$ cat src/hw/rtl/assert_macros.svh
// Assertion helpers. A synthesis build defines SYNTH and gets empty bodies.
`ifndef ASSERT_MACROS_SVH
`define ASSERT_MACROS_SVH

`ifndef SYNTH

// same-cycle implication
`define BRF_ASSERT_IMP(label, clk, rst, ante, cons, msg) \
  label: assert property (@(posedge clk) disable iff (rst) (ante) |-> (cons)) \
    else $error(msg);

// next-cycle implication
`define BRF_ASSERT_NEXT(label, clk, rst, ante, cons, msg) \
  label: assert property (@(posedge clk) disable iff (rst) (ante) |=> (cons)) \
    else $error(msg);

`else

`define BRF_ASSERT_IMP(label, clk, rst, ante, cons, msg)
`define BRF_ASSERT_NEXT(label, clk, rst, ante, cons, msg)

`endif

`endif

$ cat src/hw/rtl/brf_pkg.sv
package brf_pkg;

  typedef enum logic [1:0] {
    OP_WRITE = 2'd0,
    OP_READ  = 2'd1,
    OP_CLEAR = 2'd2,
    OP_NOP   = 2'd3
  } brf_op_t;

  typedef enum logic {
    CTL_IDLE,
    CTL_READ
  } brf_state_t;

  // controller -> datapath
  typedef struct packed {
    logic push;   // store data_in if there is room
    logic pop;    // remove the word at the read index
    logic flush;  // drop all unread words
    logic emit;   // produce a result this cycle
    logic last;   // that result closes the item
  } brf_cmd_t;

endpackage

$ cat src/hw/rtl/brf_ctrl.sv
module brf_ctrl
  import brf_pkg::*;
#(
  parameter int MAX_READ = 64,
  localparam int RW = $clog2(MAX_READ + 1)
) (
  input  logic          clk,
  input  logic          rst,
  input  logic          start,
  input  logic [1:0]    operation,
  input  logic [6:0]    read_length,
  input  logic [RW-1:0] stock,      // min(fill, MAX_READ)
  output logic          busy,
  output brf_cmd_t      cmd
);

  brf_state_t    state, state_next;
  logic [RW-1:0] remaining, remaining_next;
  logic [RW-1:0] len_sat;
  logic [RW-1:0] count;

  assign len_sat = (read_length > 7'(MAX_READ)) ? RW'(MAX_READ) : RW'(read_length);
  assign count   = (len_sat < stock) ? len_sat : stock;
  assign busy    = (state == CTL_READ);

  always_ff @(posedge clk) begin
    if (rst) begin
      state     <= CTL_IDLE;
      remaining <= '0;
    end else begin
      state     <= state_next;
      remaining <= remaining_next;
    end
  end

  always_comb begin
    cmd            = '0;
    state_next     = state;
    remaining_next = remaining;
    unique case (state)
      CTL_IDLE: begin
        if (start) begin
          cmd.emit = 1'b1;
          unique case (brf_op_t'(operation))
            OP_WRITE: begin
              cmd.push = 1'b1;
              cmd.last = 1'b1;
            end
            OP_READ: begin
              if (count == '0) begin
                cmd.last = 1'b1;
              end else begin
                cmd.pop        = 1'b1;
                cmd.last       = (count == RW'(1));
                remaining_next = count - RW'(1);
                if (count != RW'(1)) begin
                  state_next = CTL_READ;
                end
              end
            end
            OP_CLEAR: begin
              cmd.flush = 1'b1;
              cmd.last  = 1'b1;
            end
            OP_NOP: begin
              cmd.last = 1'b1;
            end
          endcase
        end
      end
      CTL_READ: begin
        cmd.emit       = 1'b1;
        cmd.pop        = 1'b1;
        cmd.last       = (remaining == RW'(1));
        remaining_next = remaining - RW'(1);
        if (remaining == RW'(1)) begin
          state_next = CTL_IDLE;
        end
      end
    endcase
  end

endmodule

$ cat src/hw/rtl/brf_datapath.sv
module brf_datapath
  import brf_pkg::*;
#(
  parameter int DEPTH    = 256,
  parameter int MAX_READ = 64,
  localparam int RW = $clog2(MAX_READ + 1)
) (
  input  logic          clk,
  input  logic          rst,
  input  brf_cmd_t      cmd,
  input  logic [7:0]    data_in,
  input  logic          capacity_we,
  input  logic [8:0]    capacity,
  output logic [RW-1:0] stock,
  output logic          result_valid,
  output logic [7:0]    data_out,
  output logic          has_data,
  output logic          last,
  output logic          accepted,
  output logic [8:0]    fill_level,
  output logic [8:0]    free_space,
  output logic          is_empty,
  output logic          is_full
);

  localparam int AW = $clog2(DEPTH);
  localparam int CW = $clog2(DEPTH + 1);
  localparam int VW = (CW > 9) ? CW : 9;
  localparam int SW = (CW > RW) ? CW : RW;

  logic [7:0]    byte_store [DEPTH];
  logic [7:0]    rdata;
  logic [AW-1:0] wr_idx, wr_idx_next;
  logic [AW-1:0] rd_idx, rd_idx_next;
  logic [CW-1:0] held, held_next;
  logic [CW-1:0] cap, cap_next;
  logic [CW-1:0] wr_inc, rd_inc;
  logic          room;

  assign room   = held < cap;  // also false when capacity is zero
  assign wr_inc = CW'(wr_idx) + CW'(1);
  assign rd_inc = CW'(rd_idx) + CW'(1);
  assign stock  = (SW'(held) >= SW'(MAX_READ)) ? RW'(MAX_READ) : RW'(held);

  always_comb begin
    wr_idx_next = wr_idx;
    rd_idx_next = rd_idx;
    held_next   = held;
    cap_next    = cap;
    if (capacity_we) begin
      cap_next    = (VW'(capacity) > VW'(DEPTH)) ? CW'(DEPTH) : CW'(capacity);
      wr_idx_next = '0;
      rd_idx_next = '0;
      held_next   = '0;
    end else if (cmd.push && room) begin
      wr_idx_next = (wr_inc >= cap) ? '0 : AW'(wr_inc);
      held_next   = held + CW'(1);
    end else if (cmd.pop) begin
      rd_idx_next = (rd_inc >= cap) ? '0 : AW'(rd_inc);
      held_next   = held - CW'(1);
    end else if (cmd.flush) begin
      rd_idx_next = wr_idx;
      held_next   = '0;
    end
  end

  always_ff @(posedge clk) begin
    if (rst) begin
      wr_idx       <= '0;
      rd_idx       <= '0;
      held         <= '0;
      cap          <= CW'(DEPTH);
      result_valid <= 1'b0;
    end else begin
      wr_idx       <= wr_idx_next;
      rd_idx       <= rd_idx_next;
      held         <= held_next;
      cap          <= cap_next;
      result_valid <= cmd.emit;
    end
  end

  // byte store: one write port, one registered read port at the read index
  always_ff @(posedge clk) begin
    if (cmd.push && room) begin
      byte_store[wr_idx] <= data_in;
    end
    rdata <= byte_store[rd_idx];
  end

  // status is taken after this result's update
  always_ff @(posedge clk) begin
    if (cmd.emit) begin
      has_data   <= cmd.pop;
      last       <= cmd.last;
      accepted   <= cmd.push && room;
      fill_level <= 9'(held_next);
      free_space <= (held_next < cap) ? 9'(cap - held_next) : '0;
      is_empty   <= (held_next == '0);
      is_full    <= (cap != '0) && (held_next >= cap);
    end
  end

  assign data_out = has_data ? rdata : 8'h00;

endmodule

$ cat src/hw/rtl/byte_ring_fifo_core.sv
// Byte FIFO in a ring whose size is the capacity register (reset value DEPTH).
// Each command (start high while busy is low) yields its results starting on
// the cycle after acceptance, one word per cycle on result_valid, which lasts
// a single cycle and cannot be held off by the receiver. Write, clear, no-op
// and empty reads give one result and leave busy low, so such commands can be
// issued every cycle. A read of n bytes gives n results on consecutive cycles
// and keeps busy high until its last byte is popped, since the byte store
// has one read port delivering one byte per cycle. The store needs no clearing
// after reset; writing capacity (only while idle) empties the buffer.
`include "assert_macros.svh"

module byte_ring_fifo_core
  import brf_pkg::*;
#(
  parameter int DEPTH    = 256,
  parameter int MAX_READ = 64
) (
  input  logic       clk,
  input  logic       rst,
  input  logic       start,
  output logic       busy,
  input  logic [1:0] operation,
  input  logic [7:0] data_in,
  input  logic [6:0] read_length,
  input  logic       capacity_we,
  input  logic [8:0] capacity,
  output logic       result_valid,
  output logic [7:0] data_out,
  output logic       has_data,
  output logic       last,
  output logic       accepted,
  output logic [8:0] fill_level,
  output logic [8:0] free_space,
  output logic       is_empty,
  output logic       is_full
);

  localparam int RW = $clog2(MAX_READ + 1);

  brf_cmd_t      cmd;
  logic [RW-1:0] stock;

  brf_ctrl #(
    .MAX_READ(MAX_READ)
  ) u_ctrl (
    .clk        (clk),
    .rst        (rst),
    .start      (start),
    .operation  (operation),
    .read_length(read_length),
    .stock      (stock),
    .busy       (busy),
    .cmd        (cmd)
  );

  brf_datapath #(
    .DEPTH   (DEPTH),
    .MAX_READ(MAX_READ)
  ) u_dp (
    .clk         (clk),
    .rst         (rst),
    .cmd         (cmd),
    .data_in     (data_in),
    .capacity_we (capacity_we),
    .capacity    (capacity),
    .stock       (stock),
    .result_valid(result_valid),
    .data_out    (data_out),
    .has_data    (has_data),
    .last        (last),
    .accepted    (accepted),
    .fill_level  (fill_level),
    .free_space  (free_space),
    .is_empty    (is_empty),
    .is_full     (is_full)
  );

  `BRF_ASSERT_NEXT(a_cmd_gives_result, clk, rst, start && !busy, result_valid, "accepted command produced no result")
  `BRF_ASSERT_NEXT(a_burst_pops, clk, rst, busy, result_valid && has_data, "read burst skipped a cycle")
  `BRF_ASSERT_IMP(a_open_burst_busy, clk, rst, result_valid && !last, busy, "unfinished read while controller idle")
  `BRF_ASSERT_IMP(a_pop_no_push, clk, rst, cmd.pop, !cmd.push && !cmd.flush, "conflicting datapath commands")

endmodule

$ cat config.mk
export PLATFORM = sky130hd
export DESIGN_NAME = byte_ring_fifo_core
export DESIGN_NICKNAME = d
export VERILOG_FILES = /design/src/hw/rtl/brf_pkg.sv /design/src/hw/rtl/brf_ctrl.sv /design/src/hw/rtl/brf_datapath.sv /design/src/hw/rtl/byte_ring_fifo_core.sv
export VERILOG_INCLUDE_DIRS = /design/src /design/src/hw/rtl
export SDC_FILE = /design/constraint.sdc
export NUM_CORES = 2
export LEC_CHECK = 0
export BUFFER_PORTS_ARGS = -buffer_cell sky130_fd_sc_hd__buf_2
export CAP_MARGIN = 30
export CORE_UTILIZATION = 60
export CTS_BUF_LIST = sky130_fd_sc_hd__clkbuf_2 sky130_fd_sc_hd__clkbuf_4 sky130_fd_sc_hd__clkbuf_8
export DETAILED_ROUTE_END_ITERATION = 12
export GPL_TIMING_DRIVEN = 1
export PLACE_DENSITY_LB_ADDON = 0.1
export SYNTH_ARGS = -nofsm -noshare
export SYNTH_HDL_FRONTEND = slang
export SYNTH_HIERARCHICAL = 1
export SYNTH_SLANG_ARGS = --single-unit
$ cat constraint.sdc
create_clock -name clk -period 17.6 [get_ports clk]
set_input_delay 3.52 -clock clk [delete_from_list [all_inputs] [get_ports clk]]
set_output_delay 3.52 -clock clk [all_outputs]
set_load 0.02 [all_outputs]
Word level (Yosys, flattened, before mapping)

Memories as Yosys holds them, arrays and structs flattened. A register that Yosys moved wholly into a read port is not among the register bits.
Cells that the tools add are included.

Bitwise operators: 2
Shift operators: 0
Reduce and logical (&&, ||, !) cells: 11
Equal/unequal tests: 9
Add/sub/neg operators: 7
$lt $le $gt $ge: 9
$mul: 0
Divide/modulo/power cells: 0
Muxes and demuxes: 36

Operators by type and width:

| cell                                                                   | count |
|---|---|
| 9-bit two-way mux                                                      | 5 |
| 7-bit two-way mux                                                      | 6 |
| 8-bit two-way mux                                                      | 5 |
| 9-bit >= comparator                                                    | 3 |
| 8-bit by 1-bit adder with 9-bit output (second input constant)         | 2 |
| 9-bit < comparator                                                     | 2 |
| 7-bit by 1-bit equality test with 1-bit output (second input constant) | 2 |
| 1-bit two-way mux                                                      | 14 |
| 7-bit one-hot mux with 2 select lines                                  | 1 |
| 7-bit by 1-bit subtractor with 7-bit output (second input constant)    | 2 |
| 9-bit by 1-bit adder with 9-bit output (second input constant)         | 1 |
| 9-bit by 7-bit >= comparator with 1-bit output (second input constant) | 1 |
| 9-bit greater-than comparator (second input constant)                  | 1 |
| 9-bit logical NOT                                                      | 1 |
| 9-bit nonzero test                                                     | 1 |
| 9-bit by 1-bit subtractor with 9-bit output (second input constant)    | 1 |
| 9-bit subtractor                                                       | 1 |
| 7-bit greater-than comparator (second input constant)                  | 1 |
| 7-bit logical NOT                                                      | 1 |
| 7-bit < comparator                                                     | 1 |
| 7-bit by 1-bit != test with 1-bit output (second input constant)       | 1 |
| 2-bit != test (second input constant)                                  | 3 |
| 1-bit one-hot mux with 2 select lines                                  | 3 |
| 5-bit two-way mux                                                      | 1 |
| other kinds (11)                                                       | 14 |

Bits in writable memories: 2048
Memory bits (read-only): 0
Input bits: 30
Output and inout bits: 33
Bits in latches: 0
Memories: 1
Logic and storage cells: 89
Bits in registers: 66

Memory list:

| name            | words | bits a word | rd ports | clocked after memory_dff | wr ports | line               | text |
|---|---|---|---|---|---|---|---|
| u_dp.byte_store | 256   | 8           | 1        | 1                        | 1        | brf_datapath.sv:31 | `logic [7:0] byte_store [DEPTH];` |

Longest topological paths before layout

Depth after elaboration: 15
Mapped depth: 31
Gate-level depth less buffers: 29

By module

The synthesis kept the hierarchy.

Modules (own cells, without submodules):

| module       | cells an instance | seq. area each (um2) | instances | area each (um2) |
|---|---|---|---|---|
| brf_datapath | 4094              | 63050.5              | 1         | 82809.4 |
| brf_ctrl     | 136               | 160.2                | 1         | 1056.0 |

Least setup slack after synthesis

No wires, ideal clock.

Path kind: input to register
From: input port read_length[6]
To: register u_dp.free_space[8] (data pin)
Buffers on the path: 2
Setup time: 281 ps
Path slack: 8751 ps
Arrival: 8568 ps
Required time: 17319 ps
Stages: 24
Cell sequence: buf_6 > and2b_1 > ha_1 > a21o_1 > a21oi_1 > nand3_2 > mux2i_1 > inv_1 > ha_1 > and2_1 > a41oi_4 > a21oi_1 > inv_1 > buf_2 > nor4b_1 > nand2_1 > nor4_1 > nor3_2 > ha_1 > or2_2 > a21oi_1 > a211oi_1 > o31ai_2 > nor3_1

RTL lines:

| what                   | line                      | text |
|---|---|---|
| start: declaration     | byte_ring_fifo_core.sv:24 | `input logic [6:0] read_length,` |
| end signal: assignment | brf_datapath.sv:98        | `free_space <= (held_next < cap) ? 9'(cap - held_next) : '0;` |
| end: declaration       | brf_datapath.sv:21        | `output logic [8:0] free_space,` |

==> results.txt <==
The async set-reset flop share out of synthesis was 0. The fraction of power spent switching nets was 0.223. The path class of the tightest hold or removal check is reg -> reg. With fillers left out, the area of the finished cells amounts to 92800 um^2.

Logic depth of the worst register-to-register path: 25. Leaving out fill and tap cells, the most frequent cells in the layout are sky130_fd_sc_hd__edfxtp_1, sky130_fd_sc_hd__mux4_2, sky130_fd_sc_hd__clkbuf_8. The tools report the startpoint of the worst register-to-register path as u_dp/held[7]. The run gives 0.106 GHz as the maximum frequency from static timing analysis. The average size of a mapped cell works out to 19.8 um^2. Once detailed placement completed, the half-perimeter wirelength came to 120000 um.

Entering global routing, the biggest net connects 156 pins. The placed instances occupy a cell area of 86100 um^2. The area of the core region came out at 138000 um^2. After the first detailed-routing iteration, the DRC count stood at 4985.

Root buffer cell: sky130_fd_sc_hd__clkbuf_8. For this run, design rule violations remaining after detail routing come to 0. For the share of the yosys chip area belonging to registers, the log shows 0.754. Hold timing on the final database bottoms out at a slack of 512 ps.

The fraction of layout cells with a size suffix above 1 is 0.251, and the share of total power in the clock network is 0.395. The delay contributed by the slowest stage of the critical path works out to 620 ps. Nature of the critical path endpoint: a register. The total wire length was 200000 um; the die span in x was 376 um. The share of cell area taken by muxes after synthesis was 0.143. The signal on the critical path passes through buf_2 -> and2b_1 -> ha_1 -> a21o_1 -> a21oi_1 -> nand3_2 -> mux2i_1 -> inv_1 -> ha_1 -> and2_1 -> a41oi_4 -> a21oi_1 -> inv_1 -> and2_1 -> or3_1 -> a22oi_1 -> a311oi_1 -> ha_1 -> o21ai_0 -> a21oi_1 -> o21ai_0 -> a211oi_1 -> o31ai_2 -> nor3_1.

Setup violations remaining at the end of the flow were counted as 0. The clock slew at the register clock pins of the worst setup and hold paths works out to 60 ps. The count of yosys warnings during synthesis was 6; the peak supply drop was 0.0849 mV. The floorplan step defined a die boundary enclosing 141000 um^2. The tools report the number of max-capacitance violations reported as 0.

The synthesized netlist net count is 4313. For the finished layout, the period the worst path requires is 9430 ps. Capture instance of the worst register-to-register path: u_dp/free_space[8].

The logs give 83 for the distinct cell type count of the synthesized netlist and 7250 ps for the post-placement worst setup slack. The final clock period utilization by the worst path is 0.536, and the compound-cell area share of the yosys netlist is 0.0372. The overall fraction of global-route tracks in use is 0.287, and the signed area change from the synthesized netlist to the final layout is 10.6%.

The final number of max-transition violations was 0; the critical path depth in cells was 24. The required time of the worst setup path came out at 18330 ps. Counting both buffers and inverters, the worst setup path holds a total of 3. Setup repair after global routing left no endpoint under its margin. Dividing the detail-routed wire length by the instance count gives 30.3 um. For this design the top-level I/O count stands at 63. The tools report the initial cell density of the core as 0.608.

On the critical path, the stage with the largest delay is an instance of sky130_fd_sc_hd__o31ai_2. The main flop type after synthesis is sky130_fd_sc_hd__edfxtp_1. Leaving out fill and tap cells, the most frequent cell in the layout is sky130_fd_sc_hd__edfxtp_1. The count of input and output buffers is 62.

For the power dissipated by switching net loads, the log shows 2.30 mW. After filler insertion, the fill cell instance count of the layout stands at 9024. At the end of the flow, the number of nets in the layout was 4566. TritonCTS built the clock tree. The power share of the sequential group came out at 0.542.

The tools report the source-to-sink clock delay at the later pin of the worst-skew pair as 1040 ps. For the worst slew margin relative to its limit, the log shows 0.262. The internal power of the cells totals 8.03 mW. The family of cells with the greatest summed delay on the critical path was compound AO/OA/AOI/OAI gates.

The tools report the initial antenna violation count as 8. The number of hold buffers added after CTS was 0. Global routing finished with a remaining overflow of 0.

The clock drives 2122 sinks. For the combinational fraction of design power, the log shows 0.063. The number of core rows was 136. Measured along the y axis, the die boundary spans 376 um.

The total standard cell area after synthesis was 83900 um^2; the fraction of post-synthesis cell area in the top cell type by area was 0.742. The run finished with clean final reports. Power spread over the standard cell area amounts to 111 nW/um^2. The tools report the final hold violation count as 0.

Placer congestion estimate: 0.915. The type of the setup path with the least slack was in -> reg. End of the worst hold path: u_ctrl/remaining[6]. The level count of the clock H-tree was 5; the antenna violation net count after detailed routing was 0.

Maximum fanout along the worst path: 21. Final worst slack: 8170 ps. Counting tap cells, the placed design contains a total of 5990 instances. The tools report the source of the worst hold timing path as u_ctrl/remaining[6]. Counting flops and latches in the post-synthesis netlist gives 2122. The worst setup path is launched from an input pin. The simple logic cell fraction of the synthesized area is 0.0388, and the total vias in the final route is 43100. The fraction of synthesized cell area in xor and xnor cells works out to 0.00282. The measured slew at the worst slew-check pin was 1110 ps; the number of buffers created by CTS was 347.

No sink is reached through more buffers than the 4 on the longest clock path. sky130_fd_sc_hd__edfxtp_1 takes more of the synthesized area than any other cell. The length of the first detailed-routing pass in iterations is 8. By area the synthesized netlist is led by sky130_fd_sc_hd__edfxtp_1, sky130_fd_sc_hd__mux4_2, sky130_fd_sc_hd__nor2_1. The post-route non-filler standard cell count came out at 6604. After detailed routing, the number of vias per cell comes to 6.52.

The leakage power of the design is 28.5 nW. The final total negative setup slack is 0 ps. Counting every instance in the synthesized netlist gives 4230.

The adder-cell share of the synthesized area works out to 0.00800. In this run the post-CTS setup repair buffer count came out at 0. The setup slack of the most critical reg-to-reg path is 9780 ps.

The first global-routing pass estimated 291000 um of wire. Quantity of gates resized following cts: 0. For the worst setup path, the data arrival time is 10160 ps. The run gives 42400 as the via count of the first global-routing pass. Clock skew on the completed layout was measured at 76.1 ps.

Counting flops with a built-in enable in the synthesized netlist gives 2071. By area, the combinational part of the netlist is dominated by multiplexers. The worst hold path was traced through 2 stages.
[flip-flops by register name, summed over array words and instances, names as in the netlist]
register and flops:
u_dp/wr_idx 8, u_dp/has_data 1, u_dp/cap 9, u_dp/byte_store 2048, u_ctrl/remaining 7, u_dp/is_empty 1
u_dp/is_full 1, u_ctrl/busy 1, u_dp/last 1, u_dp/held 9, u_dp/rd_idx 8, u_dp/free_space 9
u_dp/fill_level 9, u_dp/result_valid 1, u_dp/rdata 8, u_dp/accepted 1
[worst register-to-register path, delay by kind of cell, from the launching register on]
kind                       cells  cell delay [ps]
DFF                            1              410
buffers and inverters          3              710
and+or+nand+nor                7             2060
adders and majority gates      3              970
AOI/OAI and AO/OA             11             3020
muxes                          1              360
[cells by family (layout without fill, tap and decap cells)]
kind of cell               count (synthesis)  after routing
AOI/OAI and AO/OA                        444            444
xor gates and xnor gates                  27             27
DFF                                     2122           2122
other                                      0              6
buffers and inverters                    285            790
muxes                                    598            598
and+or+nand+nor                          701            701
adders and majority gates                 53             53
[Yosys cell counts (all sizes together) (6+ instances only)]
master	count
a21o	6
or3	11
a221oi	22
nor2b	29
a22o	24
nor2	324
o21ai	36
o22ai	117
a31oi	25
ha	52
clkbuf	101
xor2	9
a211oi	66
o211ai	10
and3	6
edfxtp	2071
mux2i	106
or4	6
a21oi	43
nand4	9
inv	52
buf	132
mux4	480
nor4	17
nand2	121
mux2	12
and2	26
nand3	51
nor3	42
xnor2	18
or2	21
nand2b	17
a22oi	68
dfxtp	51
[area by class of cell]
class,count,area [um^2],area share
tap,1863,2330,0.0251
clock inverter,143,847,0.00913
sequential,2122,63200,0.681
inverter,52,195,0.00210
clock buffer,458,5680,0.0613
timing repair buffer,137,1160,0.0125
antenna,6,15.0,0.000162
multi-input combinational,1823,19300,0.208
[power groups by stage]
stage          clock network, mW  registers, mW  logic [mW]
4_1_cts                     4.16           5.60       0.650
5_1_grt                     4.37           5.60       0.694
3_3_place_gp                   0           5.70       0.640
2_1_floorplan                  0           5.70       0.392
6_report                    4.09           5.60       0.652
3_5_place_dp                   0           5.70       0.648
[routing by layer]
layer / track usage / up-vias / share of wire
li1: - / 18000 / -
met1: 0.423 / 22400 / 0.40
met2: 0.433 / 2266 / 0.47
met3: 0.0540 / 386 / 0.092
met4: 0.111 / 0 / 0.034
met5: 0 / - / 0
[stage by stage]
step | util | total power, mW
2_1_floorplan | - | 6.09
3_3_place_gp | 0.623 | 6.34
3_5_place_dp | 0.624 | 6.35
4_1_cts | 0.671 | 10.4
5_1_grt | 0.672 | 10.7
6_report | 0.672 | 10.3
[worst max path at each step]
stage,start,endpoint
after global placement,read_length[6],u_dp/free_space[8]
after floorplan,read_length[6],u_dp/free_space[8]
final,read_length[6],u_dp/free_space[8]
after global routing,read_length[6],u_dp/free_space[7]
after CTS,read_length[6],u_dp/free_space[8]
after detailed placement,read_length[6],u_dp/free_space[8]
Power figures use the tool's default switching activity.
